### src/design/ectrm_pkg.sv
// Shared types and constants for the cartridge timer / ROM mapper block.
// No dependencies; compiled first.
`default_nettype none

package ectrm_pkg;

    // defaults for the top-level parameters
    localparam int ROM_ADDR_BITS_DEF = 22;
    localparam int SCORE_SECONDS_DEF = 5;

    // field widths
    localparam int ADDR_W     = 24;
    localparam int DATA_W     = 8;
    localparam int ROM_SIZE_W = 23;
    localparam int OFFSET_W   = 22;
    localparam int NUM_ROMS   = 4;

    // APB register map
    localparam int APB_ADDR_W = 5;
    localparam int APB_DATA_W = 32;
    localparam logic [2:0] REG_BOARD_KIND = 3'd0;
    localparam logic [2:0] REG_DIP        = 3'd1;
    localparam logic [2:0] REG_ROM0_SIZE  = 3'd2;
    localparam logic [2:0] REG_ROM1_SIZE  = 3'd3;
    localparam logic [2:0] REG_ROM2_SIZE  = 3'd4;
    localparam logic [2:0] REG_ROM3_SIZE  = 3'd5;

    // item commands
    typedef enum logic [1:0] {
        CMD_TICK  = 2'd0,
        CMD_READ  = 2'd1,
        CMD_WRITE = 2'd2,
        CMD_FETCH = 2'd3
    } t_cmd_code;

    // board decoding
    localparam logic [1:0] BOARD_FIRST  = 2'd0;
    localparam logic [1:0] BOARD_SECOND = 2'd1;

    // bus addresses
    localparam logic [23:0] ADDR_STATUS_A = 24'h106000;
    localparam logic [23:0] ADDR_STATUS_B = 24'hc00000;
    localparam logic [23:0] ADDR_SELECT_A = 24'h206000;
    localparam logic [23:0] ADDR_SELECT_B = 24'he00000;

    // select register codes
    localparam logic [7:0] SEL_ARM      = 8'h09;
    localparam logic [7:0] SEL_B0_ROM2  = 8'h05;
    localparam logic [7:0] SEL_B0_ROM3  = 8'h03;
    localparam logic [7:0] SEL_B1_ROM2  = 8'h0c;
    localparam logic [7:0] SEL_B1_ROM3  = 8'h0a;

    localparam logic [7:0] STATUS_TIME_OVER = 8'h02;
    localparam logic [4:0] BASE_MINUTES     = 5'd3;

    typedef struct packed {
        logic [1:0]                           board_kind;
        logic [7:0]                           dip;
        logic [NUM_ROMS-1:0][ROM_SIZE_W-1:0]  rom_size;
    } t_cfg;

    typedef struct packed {
        logic accept;    // latch item, update timer state, set up fold
        logic step;      // one mirroring iteration
        logic load_out;  // move finished result into output register
    } t_dp_cmd;

    typedef struct packed {
        logic fold_done;
    } t_dp_sts;

endpackage

`default_nettype wire

### src/design/ectrm_if.sv
// Valid/ready channel interfaces for command items and result items.
// Depends on nothing.
`default_nettype none

interface ectrm_in_if;
    logic        valid;
    logic        ready;
    logic [1:0]  cmd;
    logic [23:0] address;
    logic [7:0]  bus_data;

    modport source (output valid, output cmd, output address, output bus_data,
                    input ready);
    modport sink   (input valid, input cmd, input address, input bus_data,
                    output ready);
endinterface

interface ectrm_out_if;
    logic        valid;
    logic        ready;
    logic [7:0]  read_data;
    logic        rom_hit;
    logic [1:0]  rom_id;
    logic [21:0] rom_offset;
    logic        timer_running;
    logic        score_running;

    modport source (output valid, output read_data, output rom_hit, output rom_id,
                    output rom_offset, output timer_running, output score_running,
                    input ready);
    modport sink   (input valid, input read_data, input rom_hit, input rom_id,
                    input rom_offset, input timer_running, input score_running,
                    output ready);
endinterface

`default_nettype wire

### src/design/ectrm_cfg.sv
// APB configuration registers: board kind, DIP switches, ROM chip sizes.
// Depends on ectrm_pkg.
`default_nettype none

module ectrm_cfg (
    input  wire logic                               i_clk,
    input  wire logic                               i_rst_n,
    input  wire logic                               i_psel,
    input  wire logic                               i_penable,
    input  wire logic                               i_pwrite,
    input  wire logic [ectrm_pkg::APB_ADDR_W-1:0]   i_paddr,
    input  wire logic [ectrm_pkg::APB_DATA_W-1:0]   i_pwdata,
    output logic      [ectrm_pkg::APB_DATA_W-1:0]   o_prdata,
    output ectrm_pkg::t_cfg                         o_cfg
);

    ectrm_pkg::t_cfg r_cfg;
    ectrm_pkg::t_cfg n_cfg;
    logic [2:0]      w_idx;
    logic            w_wr;

    assign w_idx = i_paddr[4:2];
    assign w_wr  = i_psel && i_penable && i_pwrite;

    always_comb begin
        n_cfg = r_cfg;
        if (w_wr) begin
            case (w_idx)
                ectrm_pkg::REG_BOARD_KIND: n_cfg.board_kind  = i_pwdata[1:0];
                ectrm_pkg::REG_DIP:        n_cfg.dip         = i_pwdata[7:0];
                ectrm_pkg::REG_ROM0_SIZE:  n_cfg.rom_size[0] = i_pwdata[22:0];
                ectrm_pkg::REG_ROM1_SIZE:  n_cfg.rom_size[1] = i_pwdata[22:0];
                ectrm_pkg::REG_ROM2_SIZE:  n_cfg.rom_size[2] = i_pwdata[22:0];
                ectrm_pkg::REG_ROM3_SIZE:  n_cfg.rom_size[3] = i_pwdata[22:0];
                default: ;  // unmapped: ignored
            endcase
        end
    end

    always_ff @(posedge i_clk) begin
        if (!i_rst_n) begin
            r_cfg <= '0;
        end else begin
            r_cfg <= n_cfg;
        end
    end

    always_comb begin
        case (w_idx)
            ectrm_pkg::REG_BOARD_KIND: o_prdata = {30'd0, r_cfg.board_kind};
            ectrm_pkg::REG_DIP:        o_prdata = {24'd0, r_cfg.dip};
            ectrm_pkg::REG_ROM0_SIZE:  o_prdata = {9'd0, r_cfg.rom_size[0]};
            ectrm_pkg::REG_ROM1_SIZE:  o_prdata = {9'd0, r_cfg.rom_size[1]};
            ectrm_pkg::REG_ROM2_SIZE:  o_prdata = {9'd0, r_cfg.rom_size[2]};
            ectrm_pkg::REG_ROM3_SIZE:  o_prdata = {9'd0, r_cfg.rom_size[3]};
            default:                   o_prdata = '0;
        endcase
    end

    assign o_cfg = r_cfg;

endmodule

`default_nettype wire

### src/design/ectrm_ctrl.sv
// Controller FSM: item acceptance, mirroring iterations, result hand-off.
// Depends on ectrm_pkg.
`default_nettype none

module ectrm_ctrl (
    input  wire logic              i_clk,
    input  wire logic              i_rst_n,
    input  wire logic              i_in_valid,
    output logic                   o_in_ready,
    output logic                   o_out_valid,
    input  wire logic              i_out_ready,
    output ectrm_pkg::t_dp_cmd     o_cmd,
    input  wire ectrm_pkg::t_dp_sts i_sts
);

    typedef enum logic [2:0] {
        S_IDLE = 3'b001,
        S_FOLD = 3'b010,
        S_SEND = 3'b100
    } t_state;

    t_state r_state;
    t_state n_state;
    logic   r_out_valid;
    logic   n_out_valid;
    logic   w_slot_free;

    assign w_slot_free = !r_out_valid || i_out_ready;

    always_comb begin
        n_state  = r_state;
        o_cmd    = '0;
        o_in_ready = 1'b0;
        case (r_state)
            S_IDLE: begin
                o_in_ready = 1'b1;
                if (i_in_valid) begin
                    o_cmd.accept = 1'b1;
                    n_state      = S_FOLD;
                end
            end
            S_FOLD: begin
                if (i_sts.fold_done) begin
                    n_state = S_SEND;
                end else begin
                    o_cmd.step = 1'b1;
                end
            end
            S_SEND: begin
                if (w_slot_free) begin
                    o_cmd.load_out = 1'b1;
                    n_state        = S_IDLE;
                end
            end
            default: n_state = S_IDLE;
        endcase
    end

    always_comb begin
        if (o_cmd.load_out) begin
            n_out_valid = 1'b1;
        end else if (i_out_ready) begin
            n_out_valid = 1'b0;
        end else begin
            n_out_valid = r_out_valid;
        end
    end

    always_ff @(posedge i_clk) begin
        if (!i_rst_n) begin
            r_state     <= S_IDLE;
            r_out_valid <= 1'b0;
        end else begin
            r_state     <= n_state;
            r_out_valid <= n_out_valid;
        end
    end

    assign o_out_valid = r_out_valid;

endmodule

`default_nettype wire

### src/design/ectrm_dp.sv
// Datapath: timer/score state, bus register decode, fetch decode and the
// bit-per-cycle address mirroring unit, plus the output register. Uses ectrm_pkg.
`default_nettype none

module ectrm_dp #(
    parameter int ROM_ADDR_BITS = ectrm_pkg::ROM_ADDR_BITS_DEF,
    parameter int SCORE_SECONDS = ectrm_pkg::SCORE_SECONDS_DEF
) (
    input  wire logic              i_clk,
    input  wire logic              i_rst_n,
    input  wire ectrm_pkg::t_cfg   i_cfg,
    input  wire ectrm_pkg::t_dp_cmd i_cmd,
    output ectrm_pkg::t_dp_sts     o_sts,
    input  wire logic [1:0]        i_item_cmd,
    input  wire logic [23:0]       i_address,
    input  wire logic [7:0]        i_bus_data,
    output logic [7:0]             o_read_data,
    output logic                   o_rom_hit,
    output logic [1:0]             o_rom_id,
    output logic [21:0]            o_rom_offset,
    output logic                   o_timer_running,
    output logic                   o_score_running
);

    localparam logic [23:0] OFF_MASK   = 24'((64'd1 << ROM_ADDR_BITS) - 64'd1);
    localparam logic [2:0]  SCORE_INIT = 3'(SCORE_SECONDS);

    // persistent cartridge state
    logic [7:0]  r_select,       n_select;
    logic [7:0]  r_status,       n_status;
    logic        r_timer_active, n_timer_active;
    logic [10:0] r_timer_left,   n_timer_left;
    logic        r_score_active, n_score_active;
    logic [2:0]  r_score_left,   n_score_left;

    // per-item working registers
    logic [7:0]  r_rd,   n_rd;
    logic [1:0]  r_id,   n_id;
    logic        r_hit,  n_hit;
    logic [23:0] r_addr, n_addr;
    logic [22:0] r_size, n_size;
    logic [23:0] r_base;
    logic [23:0] r_mask;

    // output register
    logic [7:0]  r_out_rd;
    logic        r_out_hit;
    logic [1:0]  r_out_id;
    logic [21:0] r_out_off;
    logic        r_out_tr;
    logic        r_out_sr;

    logic [4:0]  w_minutes;
    logic [10:0] w_len;
    logic        w_mapped;
    logic [23:0] w_sum;
    logic [23:0] w_off;

    // (3 + dip[3:0]) * 60 as 64x - 4x
    assign w_minutes = ectrm_pkg::BASE_MINUTES + {1'b0, i_cfg.dip[3:0]};
    assign w_len     = {w_minutes, 6'd0} - {4'd0, w_minutes, 2'd0};

    always_comb begin
        n_select       = r_select;
        n_status       = r_status;
        n_timer_active = r_timer_active;
        n_timer_left   = r_timer_left;
        n_score_active = r_score_active;
        n_score_left   = r_score_left;
        n_rd           = i_bus_data;
        n_id           = 2'd0;
        n_addr         = i_address;
        w_mapped       = 1'b0;

        case (ectrm_pkg::t_cmd_code'(i_item_cmd))
            ectrm_pkg::CMD_TICK: begin
                // score countdown first, then the game timer
                if (r_score_active && r_score_left != 3'd0) begin
                    n_score_left = r_score_left - 3'd1;
                    if (n_score_left == 3'd0) begin
                        n_score_active = 1'b0;
                    end
                end
                if (r_timer_active && r_timer_left != 11'd0) begin
                    n_timer_left = r_timer_left - 11'd1;
                    if (n_timer_left == 11'd0) begin
                        n_timer_active = 1'b0;
                        n_status       = r_status | ectrm_pkg::STATUS_TIME_OVER;
                        n_score_active = 1'b1;
                        n_score_left   = SCORE_INIT;
                    end
                end
            end
            ectrm_pkg::CMD_READ: begin
                if (i_address == ectrm_pkg::ADDR_STATUS_A ||
                    i_address == ectrm_pkg::ADDR_STATUS_B) begin
                    n_rd = r_status;
                end
            end
            ectrm_pkg::CMD_WRITE: begin
                if (i_address == ectrm_pkg::ADDR_SELECT_A ||
                    i_address == ectrm_pkg::ADDR_SELECT_B) begin
                    n_select = i_bus_data;
                    if (i_bus_data == ectrm_pkg::SEL_ARM) begin
                        n_timer_active = 1'b1;
                        n_timer_left   = w_len;
                    end
                end
            end
            ectrm_pkg::CMD_FETCH: begin
                case (i_cfg.board_kind)
                    ectrm_pkg::BOARD_FIRST: begin
                        if (r_select == ectrm_pkg::SEL_ARM)     n_id = 2'd1;
                        if (r_select == ectrm_pkg::SEL_B0_ROM2) n_id = 2'd2;
                        if (r_select == ectrm_pkg::SEL_B0_ROM3) n_id = 2'd3;
                        if (i_address[23] && i_address[15])     n_id = 2'd0;
                        if (i_address[15]) begin
                            n_addr   = {2'd0, i_address[22:16], i_address[14:0]};
                            w_mapped = 1'b1;
                        end
                    end
                    ectrm_pkg::BOARD_SECOND: begin
                        if (r_select == ectrm_pkg::SEL_ARM)     n_id = 2'd1;
                        if (r_select == ectrm_pkg::SEL_B1_ROM2) n_id = 2'd2;
                        if (r_select == ectrm_pkg::SEL_B1_ROM3) n_id = 2'd3;
                        if (i_address[21] && i_address[15])     n_id = 2'd0;
                        if (i_address[22]) begin
                            n_addr   = {2'd0, i_address[21:0]};
                            w_mapped = 1'b1;
                        end else if (i_address[15]) begin
                            if (n_id != 2'd2) begin
                                n_addr = {4'd0, i_address[20:16], i_address[14:0]};
                            end else begin
                                n_addr = {3'd0, i_address[20:0]};
                            end
                            w_mapped = 1'b1;
                        end
                    end
                    default: ;  // no ROM mapping
                endcase
                if (!w_mapped) begin
                    n_id = 2'd0;
                end
            end
            default: ;
        endcase

        n_size = i_cfg.rom_size[n_id];
        n_hit  = w_mapped && (n_size != '0);
    end

    // mirroring: done at once for a non-hit item, else once the address falls below the size or bits run out
    assign o_sts.fold_done = !r_hit || (r_addr < {1'b0, r_size}) || (r_mask == '0);

    always_ff @(posedge i_clk) begin
        if (!i_rst_n) begin
            r_select       <= '0;
            r_status       <= '0;
            r_timer_active <= 1'b0;
            r_timer_left   <= '0;
            r_score_active <= 1'b0;
            r_score_left   <= '0;
            r_hit          <= 1'b0;
        end else if (i_cmd.accept) begin
            r_select       <= n_select;
            r_status       <= n_status;
            r_timer_active <= n_timer_active;
            r_timer_left   <= n_timer_left;
            r_score_active <= n_score_active;
            r_score_left   <= n_score_left;
            r_hit          <= n_hit;
        end
    end

    always_ff @(posedge i_clk) begin
        if (i_cmd.accept) begin
            r_rd   <= n_rd;
            r_id   <= n_id;
            r_addr <= n_addr;
            r_size <= n_size;
            r_base <= '0;
            r_mask <= 24'h800000;
        end else if (i_cmd.step) begin
            if ((r_addr & r_mask) != '0) begin
                r_addr <= r_addr & ~r_mask;
                if ({1'b0, r_size} > r_mask) begin
                    r_size <= r_size - r_mask[22:0];
                    r_base <= r_base + r_mask;
                end
            end
            r_mask <= r_mask >> 1;
        end
    end

    assign w_sum = r_base + r_addr;
    assign w_off = w_sum & OFF_MASK;

    always_ff @(posedge i_clk) begin
        if (i_cmd.load_out) begin
            r_out_rd  <= r_rd;
            r_out_hit <= r_hit;
            r_out_id  <= r_id;
            r_out_off <= r_hit ? w_off[21:0] : 22'd0;
            r_out_tr  <= r_timer_active;
            r_out_sr  <= r_score_active;
        end
    end

    assign o_read_data     = r_out_rd;
    assign o_rom_hit       = r_out_hit;
    assign o_rom_id        = r_out_id;
    assign o_rom_offset    = r_out_off;
    assign o_timer_running = r_out_tr;
    assign o_score_running = r_out_sr;

endmodule

`default_nettype wire

### src/design/event_cart_timer_rom_mapper_unit.sv
// Competition cartridge controller: game timer, score phase and ROM mapper.
// Depends on ectrm_pkg, ectrm_if, ectrm_cfg, ectrm_ctrl and ectrm_dp.
//
// Usage:
//   i_cmd_ch carries one item per handshake: cmd (tick, read, write, fetch),
//   a 24-bit bus address and a data byte. o_res_ch returns exactly one result
//   item for each: read data, ROM hit/id/offset and the timer/score flags.
//   Board kind, DIP switches and the four ROM sizes sit behind the APB port
//   (register i at byte 4*i); change them only while the block is idle.
// Sequencing:
//   One item in flight at a time. An item is taken in the idle state, then
//   the mirroring unit strips at most one address bit per cycle, 24 bit
//   positions from bit 23 down, then the result moves to the output register.
//   Ticks, reads, writes and misses go straight to the hand-off; a ROM hit
//   first walks the bit positions until its address falls below the ROM size.
// Stalls:
//   A finished result waits in the output register; the next item is still
//   accepted and processed, and only its hand-off waits for the slot.
// Reset:
//   i_rst_n is synchronous, active low. Clears timer, score, select and status
//   state, all configuration, and drops output valid.
`default_nettype none

module event_cart_timer_rom_mapper_unit #(
    parameter int ROM_ADDR_BITS = ectrm_pkg::ROM_ADDR_BITS_DEF,
    parameter int SCORE_SECONDS = ectrm_pkg::SCORE_SECONDS_DEF
) (
    input  wire logic                               i_clk,
    input  wire logic                               i_rst_n,
    ectrm_in_if.sink                                i_cmd_ch,
    ectrm_out_if.source                             o_res_ch,
    input  wire logic                               psel,
    input  wire logic                               penable,
    input  wire logic                               pwrite,
    input  wire logic [ectrm_pkg::APB_ADDR_W-1:0]   paddr,
    input  wire logic [ectrm_pkg::APB_DATA_W-1:0]   pwdata,
    output logic      [ectrm_pkg::APB_DATA_W-1:0]   prdata,
    output logic                                    pready
);

    ectrm_pkg::t_cfg    w_cfg;
    ectrm_pkg::t_dp_cmd w_cmd;
    ectrm_pkg::t_dp_sts w_sts;

    // zero-wait-state APB
    assign pready = 1'b1;

    ectrm_cfg u_cfg (
        .i_clk     (i_clk),
        .i_rst_n   (i_rst_n),
        .i_psel    (psel),
        .i_penable (penable),
        .i_pwrite  (pwrite),
        .i_paddr   (paddr),
        .i_pwdata  (pwdata),
        .o_prdata  (prdata),
        .o_cfg     (w_cfg)
    );

    // sequencing: accept, iterate the mirroring unit, hand off
    ectrm_ctrl u_ctrl (
        .i_clk       (i_clk),
        .i_rst_n     (i_rst_n),
        .i_in_valid  (i_cmd_ch.valid),
        .o_in_ready  (i_cmd_ch.ready),
        .o_out_valid (o_res_ch.valid),
        .i_out_ready (o_res_ch.ready),
        .o_cmd       (w_cmd),
        .i_sts       (w_sts)
    );

    // timer state, decode and mirroring, output register
    ectrm_dp #(
        .ROM_ADDR_BITS (ROM_ADDR_BITS),
        .SCORE_SECONDS (SCORE_SECONDS)
    ) u_dp (
        .i_clk           (i_clk),
        .i_rst_n         (i_rst_n),
        .i_cfg           (w_cfg),
        .i_cmd           (w_cmd),
        .o_sts           (w_sts),
        .i_item_cmd      (i_cmd_ch.cmd),
        .i_address       (i_cmd_ch.address),
        .i_bus_data      (i_cmd_ch.bus_data),
        .o_read_data     (o_res_ch.read_data),
        .o_rom_hit       (o_res_ch.rom_hit),
        .o_rom_id        (o_res_ch.rom_id),
        .o_rom_offset    (o_res_ch.rom_offset),
        .o_timer_running (o_res_ch.timer_running),
        .o_score_running (o_res_ch.score_running)
    );

    // only one item in flight: no second accept straight after the first
    a_one_in_flight: assert property (@(posedge i_clk) disable iff (!i_rst_n)
        (i_cmd_ch.valid && i_cmd_ch.ready) |=> !i_cmd_ch.ready)
        else $error("item accepted while previous item still in progress");

    // a waiting result is never overwritten
    a_no_overwrite: assert property (@(posedge i_clk) disable iff (!i_rst_n)
        w_cmd.load_out |-> (!o_res_ch.valid || o_res_ch.ready))
        else $error("output register loaded over an untaken result");

    // a miss carries no offset
    a_miss_offset: assert property (@(posedge i_clk) disable iff (!i_rst_n)
        (o_res_ch.valid && !o_res_ch.rom_hit) |-> (o_res_ch.rom_offset == '0))
        else $error("non-zero ROM offset on a miss");

endmodule

`default_nettype wire
### src/flat_wrapper.sv
// flat-port wrapper written by rule: the top's interface ports become plain ports
module event_cart_timer_rom_mapper_unit_flat 
#(
    parameter int ROM_ADDR_BITS = ectrm_pkg::ROM_ADDR_BITS_DEF,
    parameter int SCORE_SECONDS = ectrm_pkg::SCORE_SECONDS_DEF
)
  (i_clk, i_rst_n, psel, penable, pwrite, paddr, pwdata, prdata, pready, i_cmd_ch_valid, i_cmd_ch_cmd, i_cmd_ch_address, i_cmd_ch_bus_data, i_cmd_ch_ready, o_res_ch_valid, o_res_ch_read_data, o_res_ch_rom_hit, o_res_ch_rom_id, o_res_ch_rom_offset, o_res_ch_timer_running, o_res_ch_score_running, o_res_ch_ready);
  ectrm_in_if i_cmd_ch_i ();
  ectrm_out_if o_res_ch_i ();
  input  wire logic i_clk;
  input  wire logic i_rst_n;
  input  wire logic psel;
  input  wire logic penable;
  input  wire logic pwrite;
  input  wire logic [ectrm_pkg::APB_ADDR_W-1:0] paddr;
  input  wire logic [ectrm_pkg::APB_DATA_W-1:0] pwdata;
  output logic      [ectrm_pkg::APB_DATA_W-1:0] prdata;
  output logic pready;
  input wire logic [$bits(i_cmd_ch_i.valid)-1:0] i_cmd_ch_valid;
  input wire logic [$bits(i_cmd_ch_i.cmd)-1:0] i_cmd_ch_cmd;
  input wire logic [$bits(i_cmd_ch_i.address)-1:0] i_cmd_ch_address;
  input wire logic [$bits(i_cmd_ch_i.bus_data)-1:0] i_cmd_ch_bus_data;
  output wire logic [$bits(i_cmd_ch_i.ready)-1:0] i_cmd_ch_ready;
  output wire logic [$bits(o_res_ch_i.valid)-1:0] o_res_ch_valid;
  output wire logic [$bits(o_res_ch_i.read_data)-1:0] o_res_ch_read_data;
  output wire logic [$bits(o_res_ch_i.rom_hit)-1:0] o_res_ch_rom_hit;
  output wire logic [$bits(o_res_ch_i.rom_id)-1:0] o_res_ch_rom_id;
  output wire logic [$bits(o_res_ch_i.rom_offset)-1:0] o_res_ch_rom_offset;
  output wire logic [$bits(o_res_ch_i.timer_running)-1:0] o_res_ch_timer_running;
  output wire logic [$bits(o_res_ch_i.score_running)-1:0] o_res_ch_score_running;
  input wire logic [$bits(o_res_ch_i.ready)-1:0] o_res_ch_ready;
  assign i_cmd_ch_i.valid = i_cmd_ch_valid;
  assign i_cmd_ch_i.cmd = i_cmd_ch_cmd;
  assign i_cmd_ch_i.address = i_cmd_ch_address;
  assign i_cmd_ch_i.bus_data = i_cmd_ch_bus_data;
  assign i_cmd_ch_ready = i_cmd_ch_i.ready;
  assign o_res_ch_valid = o_res_ch_i.valid;
  assign o_res_ch_read_data = o_res_ch_i.read_data;
  assign o_res_ch_rom_hit = o_res_ch_i.rom_hit;
  assign o_res_ch_rom_id = o_res_ch_i.rom_id;
  assign o_res_ch_rom_offset = o_res_ch_i.rom_offset;
  assign o_res_ch_timer_running = o_res_ch_i.timer_running;
  assign o_res_ch_score_running = o_res_ch_i.score_running;
  assign o_res_ch_i.ready = o_res_ch_ready;
  event_cart_timer_rom_mapper_unit #(.ROM_ADDR_BITS(ROM_ADDR_BITS), .SCORE_SECONDS(SCORE_SECONDS)) u_core (.i_clk(i_clk), .i_rst_n(i_rst_n), .i_cmd_ch(i_cmd_ch_i), .o_res_ch(o_res_ch_i), .psel(psel), .penable(penable), .pwrite(pwrite), .paddr(paddr), .pwdata(pwdata), .prdata(prdata), .pready(pready));
endmodule
### config.mk
export PLATFORM = sky130hd
export DESIGN_NAME = event_cart_timer_rom_mapper_unit_flat
export DESIGN_NICKNAME = d
export VERILOG_FILES = /design/src/design/ectrm_pkg.sv /design/src/design/ectrm_if.sv /design/src/design/ectrm_cfg.sv /design/src/design/ectrm_ctrl.sv /design/src/design/ectrm_dp.sv /design/src/design/event_cart_timer_rom_mapper_unit.sv /design/src/flat_wrapper.sv
export SDC_FILE = /design/constraint.sdc
export NUM_CORES = 1
export LEC_CHECK = 0
export BUFFER_PORTS_ARGS = -buffer_cell sky130_fd_sc_hd__buf_2
export CAP_MARGIN = 20
export CORE_MARGIN = 2
export CORE_UTILIZATION = 50
export CTS_CLUSTER_DIAMETER = 100
export CTS_CLUSTER_SIZE = 10
export DETAILED_ROUTE_END_ITERATION = 12
export PLACE_DENSITY = 0.69
export SKIP_LAST_GASP = 1
export SLEW_MARGIN = 20
export SYNTH_ARGS = -nofsm -noshare
export SYNTH_HDL_FRONTEND = slang
export SYNTH_HIERARCHICAL = 1
export SYNTH_SLANG_ARGS = --single-unit
### constraint.sdc
create_clock -name i_clk -period 5.4 [get_ports i_clk]
set_clock_uncertainty 0.1 [all_clocks]
set_input_delay 1.08 -clock i_clk [delete_from_list [all_inputs] [get_ports i_clk]]
set_output_delay 1.08 -clock i_clk [all_outputs]
set_load 0.01 [all_outputs]
==> results.sh <==
export IMPL_grt_max_degree=85
export IMPL_rr_startpoint="u_core/u_dp/r_addr[1]"
export IMPL_dpl_instance_area_sq_um=17400
export IMPL_syn_avg_cell_area_sq_um=9.26
export IMPL_min_path_type="reg -> reg"
export IMPL_ff_latch_area_sq_um=6330
export IMPL_clk_latency_ns=0.58
export IMPL_post_cts_resized=0
export IMPL_yosys_warnings=6
export IMPL_syn_inst=1778
export IMPL_antenna_found_initial=2
export IMPL_fillers=2915
export IMPL_dp_hpwl_um=30000
export IMPL_multi_input_comb_area_sq_um=9400
export IMPL_fin_area_sq_um=18200
export IMPL_cts_root_buf="clkbuf_16"
export IMPL_syn_area_sq_um=16500
export IMPL_die_area_sq_um=34400
export IMPL_crit_required_ns=5.76
export IMPL_wl_um=42000
export IMPL_finalSetupTns_ns=0
export IMPL_outcome="complete, no violations"
export IMPL_post_cts_buffers=0
export IMPL_fmax_ghz=0.218
export IMPL_overflow=0
export IMPL_cp_common_cell="a21o_1"
export IMPL_postCtsHoldBufs=0
export IMPL_core_sq_um=32500
export IMPL_io_pins=148
export IMPL_numCtsBuffers=30
export IMPL_hold_violations=0
export IMPL_yosysUniqueCellTypes=90
export IMPL_drt_first_pass_iters=7
export IMPL_synth_ff_latch_count=270
export IMPL_leakage_nw=7.37
export IMPL_syn_to_final_growth_pct=10.8
export IMPL_cp_slowest_cell="or3b_2"
export IMPL_die_h_um=185
export IMPL_power_density_nw_per_um2=258
export IMPL_slew_violations=0
export IMPL_rows=66
export IMPL_synth_edf_count=92
export IMPL_grt_pass1_vias=12400
export IMPL_finalSetupViolations=0
export IMPL_clock_sinks=270
export IMPL_cts_tree="done"
export IMPL_worstMarginPinSlew_ns=1.03
export IMPL_fin_crit_ns=4.58
export IMPL_start_kind="register"
export IMPL_path_cells="ha_1 -> a21o_1 -> a21o_1 -> a21o_1 -> a21o_1 -> a21o_1 -> a21o_1 -> a21oi_1 -> or3_1 -> a41o_1 -> nor3_2 -> inv_1 -> nor2_1 -> nor4bb_1 -> o21ai_4 -> or3b_2 -> o311ai_0"
export IMPL_ir_drop_mv=0.239
export IMPL_htreeDepth=1
export IMPL_place_port_buffers=126
export IMPL_rrSetupSlack_ns=0.82
export IMPL_startpoint="u_core/u_dp/r_addr[1]"
export IMPL_r2r_end="u_core/u_dp/r_base[15]"
export IMPL_cp_end_kind="register"
export IMPL_drc=0
export IMPL_wl_per_cell_um=18.0
export IMPL_worstRegToRegCells=17
export IMPL_drt_initial_drc_count=932
export IMPL_postRouteAntennaNets=0
export IMPL_start_util=0.507
export IMPL_fin_nets=2051
export IMPL_clkSlewWorstSetupHoldPaths_ns=0.06
export IMPL_vias=13400
export IMPL_fp_dieW_um=185
export IMPL_synthFlopType="dfxtp_1"
export IMPL_slew_headroom=0.312
export IMPL_cts_buffer_depth=3
export IMPL_layout_drive_gt1_share=0.120
export IMPL_min_period_over_period=0.848
export IMPL_gp_congestion=0.910
export IMPL_ys_seq_area_frac=0.384
export IMPL_crit_fanout=21
export IMPL_critPathKind="reg -> reg"
export IMPL_grt_pass1_wl_um=66000
export IMPL_grt_usage=0.241
export IMPL_critPathMaxStageDelay_ns=0.53
export IMPL_arrival_ns=4.94
export IMPL_async_reset_ff_frac=0
export IMPL_crit_path_end="u_core/u_dp/r_base[15]"
export IMPL_viasPerCell=5.74
export IMPL_rsz0062_at_grt="false"
export IMPL_cap_violations=0
[where the power goes]
| group | total, W | internal [W] | switching [W] |
|---|---|---|---|
| Combinational | 0.000615 | 0.000249 | 0.000366 |
| Clock | 0.00185 | 0.00103 | 0.000819 |
| Sequential | 0.00224 | 0.00218 | 0.0000623 |
[placed cells by master, fill, tap and decap left out, types with 8 or more instances in the layout]
| cell type | Yosys | routed |
|---|---|---|
| nand2b_1 | 23 | 23 |
| a21o_1 | 26 | 26 |
| nor4_1 | 13 | 13 |
| o22ai_1 | 21 | 21 |
| a22o_1 | 15 | 15 |
| a22oi_1 | 13 | 13 |
| nand3_1 | 35 | 35 |
| a211oi_1 | 11 | 11 |
| nor2b_1 | 47 | 46 |
| buf_2 | 12 | 125 |
| or3_1 | 12 | 12 |
| and2_1 | 11 | 11 |
| o21ai_0 | 62 | 62 |
| mux2i_1 | 202 | 202 |
| a21boi_0 | 9 | 9 |
| clkbuf_16 | 0 | 30 |
| a311oi_1 | 11 | 11 |
| dfxtp_1 | 178 | 178 |
| a21oi_1 | 94 | 94 |
| nand4_1 | 16 | 16 |
| a31oi_1 | 12 | 12 |
| xnor2_1 | 22 | 22 |
| buf_4 | 14 | 25 |
| nor3_1 | 34 | 33 |
| inv_1 | 74 | 74 |
| clkbuf_1 | 49 | 19 |
| ha_1 | 95 | 95 |
| edfxtp_1 | 92 | 92 |
| and3_1 | 22 | 22 |
| xor2_1 | 37 | 37 |
| conb_1 | 2 | 10 |
| o21a_1 | 17 | 17 |
| nand2_1 | 187 | 187 |
| o31ai_1 | 8 | 8 |
| nor2_1 | 164 | 164 |
[area by class of cell]
type | instances | area share
well taps | 442 | 0.0303
flip-flops and latches | 270 | 0.347
diodes | 1 | 0.000137
repair buffers | 150 | 0.0446
clock inverters | 1 | 0.00165
inverters | 77 | 0.0159
multi-input cells | 1346 | 0.515
clock buffers | 49 | 0.0451
[synthesized netlist by cell type (6+ instances only)]
master,instances,area [sq um]
nor2b_1,47,294
edfxtp_1,92,2760
dfxtp_1,178,3560
xnor2_1,22,193
clkbuf_1,49,184
o22ai_1,21,131
nand2b_1,23,144
buf_1,7,26.3
a31oi_1,12,75.1
a311oi_1,11,96.3
buf_6,11,124
nand4_1,16,100
ha_1,95,1190
o21a_1,17,128
a22oi_1,13,97.6
and3_1,22,138
mux2_1,6,67.6
mux2_2,7,78.8
nand3_1,35,175
nor4_1,13,81.3
a211oi_1,11,82.6
nand2_1,187,702
buf_4,14,105
nor3_1,34,170
o211ai_1,7,52.6
a22o_1,15,131
inv_1,74,278
mux2i_1,202,2020
and2_1,11,68.8
nand3b_1,6,45.0
a21oi_1,94,470
a221oi_1,7,61.3
or3_1,12,75.1
o31ai_1,8,60.1
buf_2,12,60.1
o21ai_0,62,310
a21boi_0,9,67.6
xor2_1,37,324
a21o_1,26,195
nor2_1,164,616
[through the flow]
| step | cells | hold slack (ns) | power [W] | utilization | worst slack, ns |
|---|---|---|---|---|---|
| after floorplan | 1786 | 0.300 | 0.00272 | - | 1.04 |
| after global placement | 2285 | 0.302 | 0.00287 | 0.535 | 0.783 |
| after detailed placement | 2285 | 0.305 | 0.00289 | 0.535 | 0.729 |
| after CTS | 2335 | 0.318 | 0.00472 | 0.561 | 0.857 |
| after global routing | 2335 | 0.320 | 0.00489 | 0.562 | 0.474 |
| final | 2336 | 0.316 | 0.00470 | 0.562 | 0.821 |
[sequential cells by signal, summed over array words and instances (netlist names), 3 cells and up]
name and count:
u_core/u_dp/r_rd 8, u_core/u_dp/o_read_data 8, u_core/u_dp/r_mask 24, u_core/u_dp/r_score_left 3
u_core/u_dp/r_size 23, u_core/u_dp/r_timer_left 11, u_core/u_dp/r_base 22, u_core/u_dp/r_addr 24
u_core/u_ctrl/r_state 3, u_core/u_dp/o_rom_offset 22, u_core/u_dp/r_select 8, u_core/u_cfg/o_cfg 102
[worst max-delay path: cells and delay by family (launching register included)]
| family | cells | cell delay, ns |
|---|---|---|
| and+or+nand+nor | 5 | 1.87 |
| adders and majority gates | 1 | 0.32 |
| buffers and inverters | 1 | 0.09 |
| AOI/OAI and AO/OA | 10 | 1.61 |
| DFF | 1 | 0.46 |
[cell families after synthesis]
family | share of synthesized area
muxes | 0.135
adders and majority gates | 0.0759
buffers and inverters | 0.0479
xor gates and xnor gates | 0.0314
DFF | 0.384
and+or+nand+nor | 0.183
AOI/OAI and AO/OA | 0.142
other | 0.000456
[layer usage]
metal | up-vias | share of wire | global-route usage
met5 | - | 0 | 0
met4 | 0 | 0.032 | 0.0838
met1 | 6320 | 0.46 | 0.334
li1 | 6595 | - | -
met2 | 420 | 0.45 | 0.390
met3 | 73 | 0.057 | 0.0240
[worst min path at each step]
stage	from	to	slack [ns]	cells after the start
floorplan	u_core/u_dp/r_rd[0]	u_core/u_dp/o_read_data[0]	0.30	0
global placement	u_core/u_dp/r_rd[0]	u_core/u_dp/o_read_data[0]	0.30	0
detailed placement	u_core/u_dp/r_rd[0]	u_core/u_dp/o_read_data[0]	0.30	0
CTS	u_core/u_dp/r_rd[0]	u_core/u_dp/o_read_data[0]	0.32	0
global route	u_core/u_dp/r_rd[0]	u_core/u_dp/o_read_data[0]	0.32	0
finish	u_core/u_dp/r_rd[2]	u_core/u_dp/o_read_data[2]	0.32	0
Note: power is estimated with default switching activity, not from simulation.
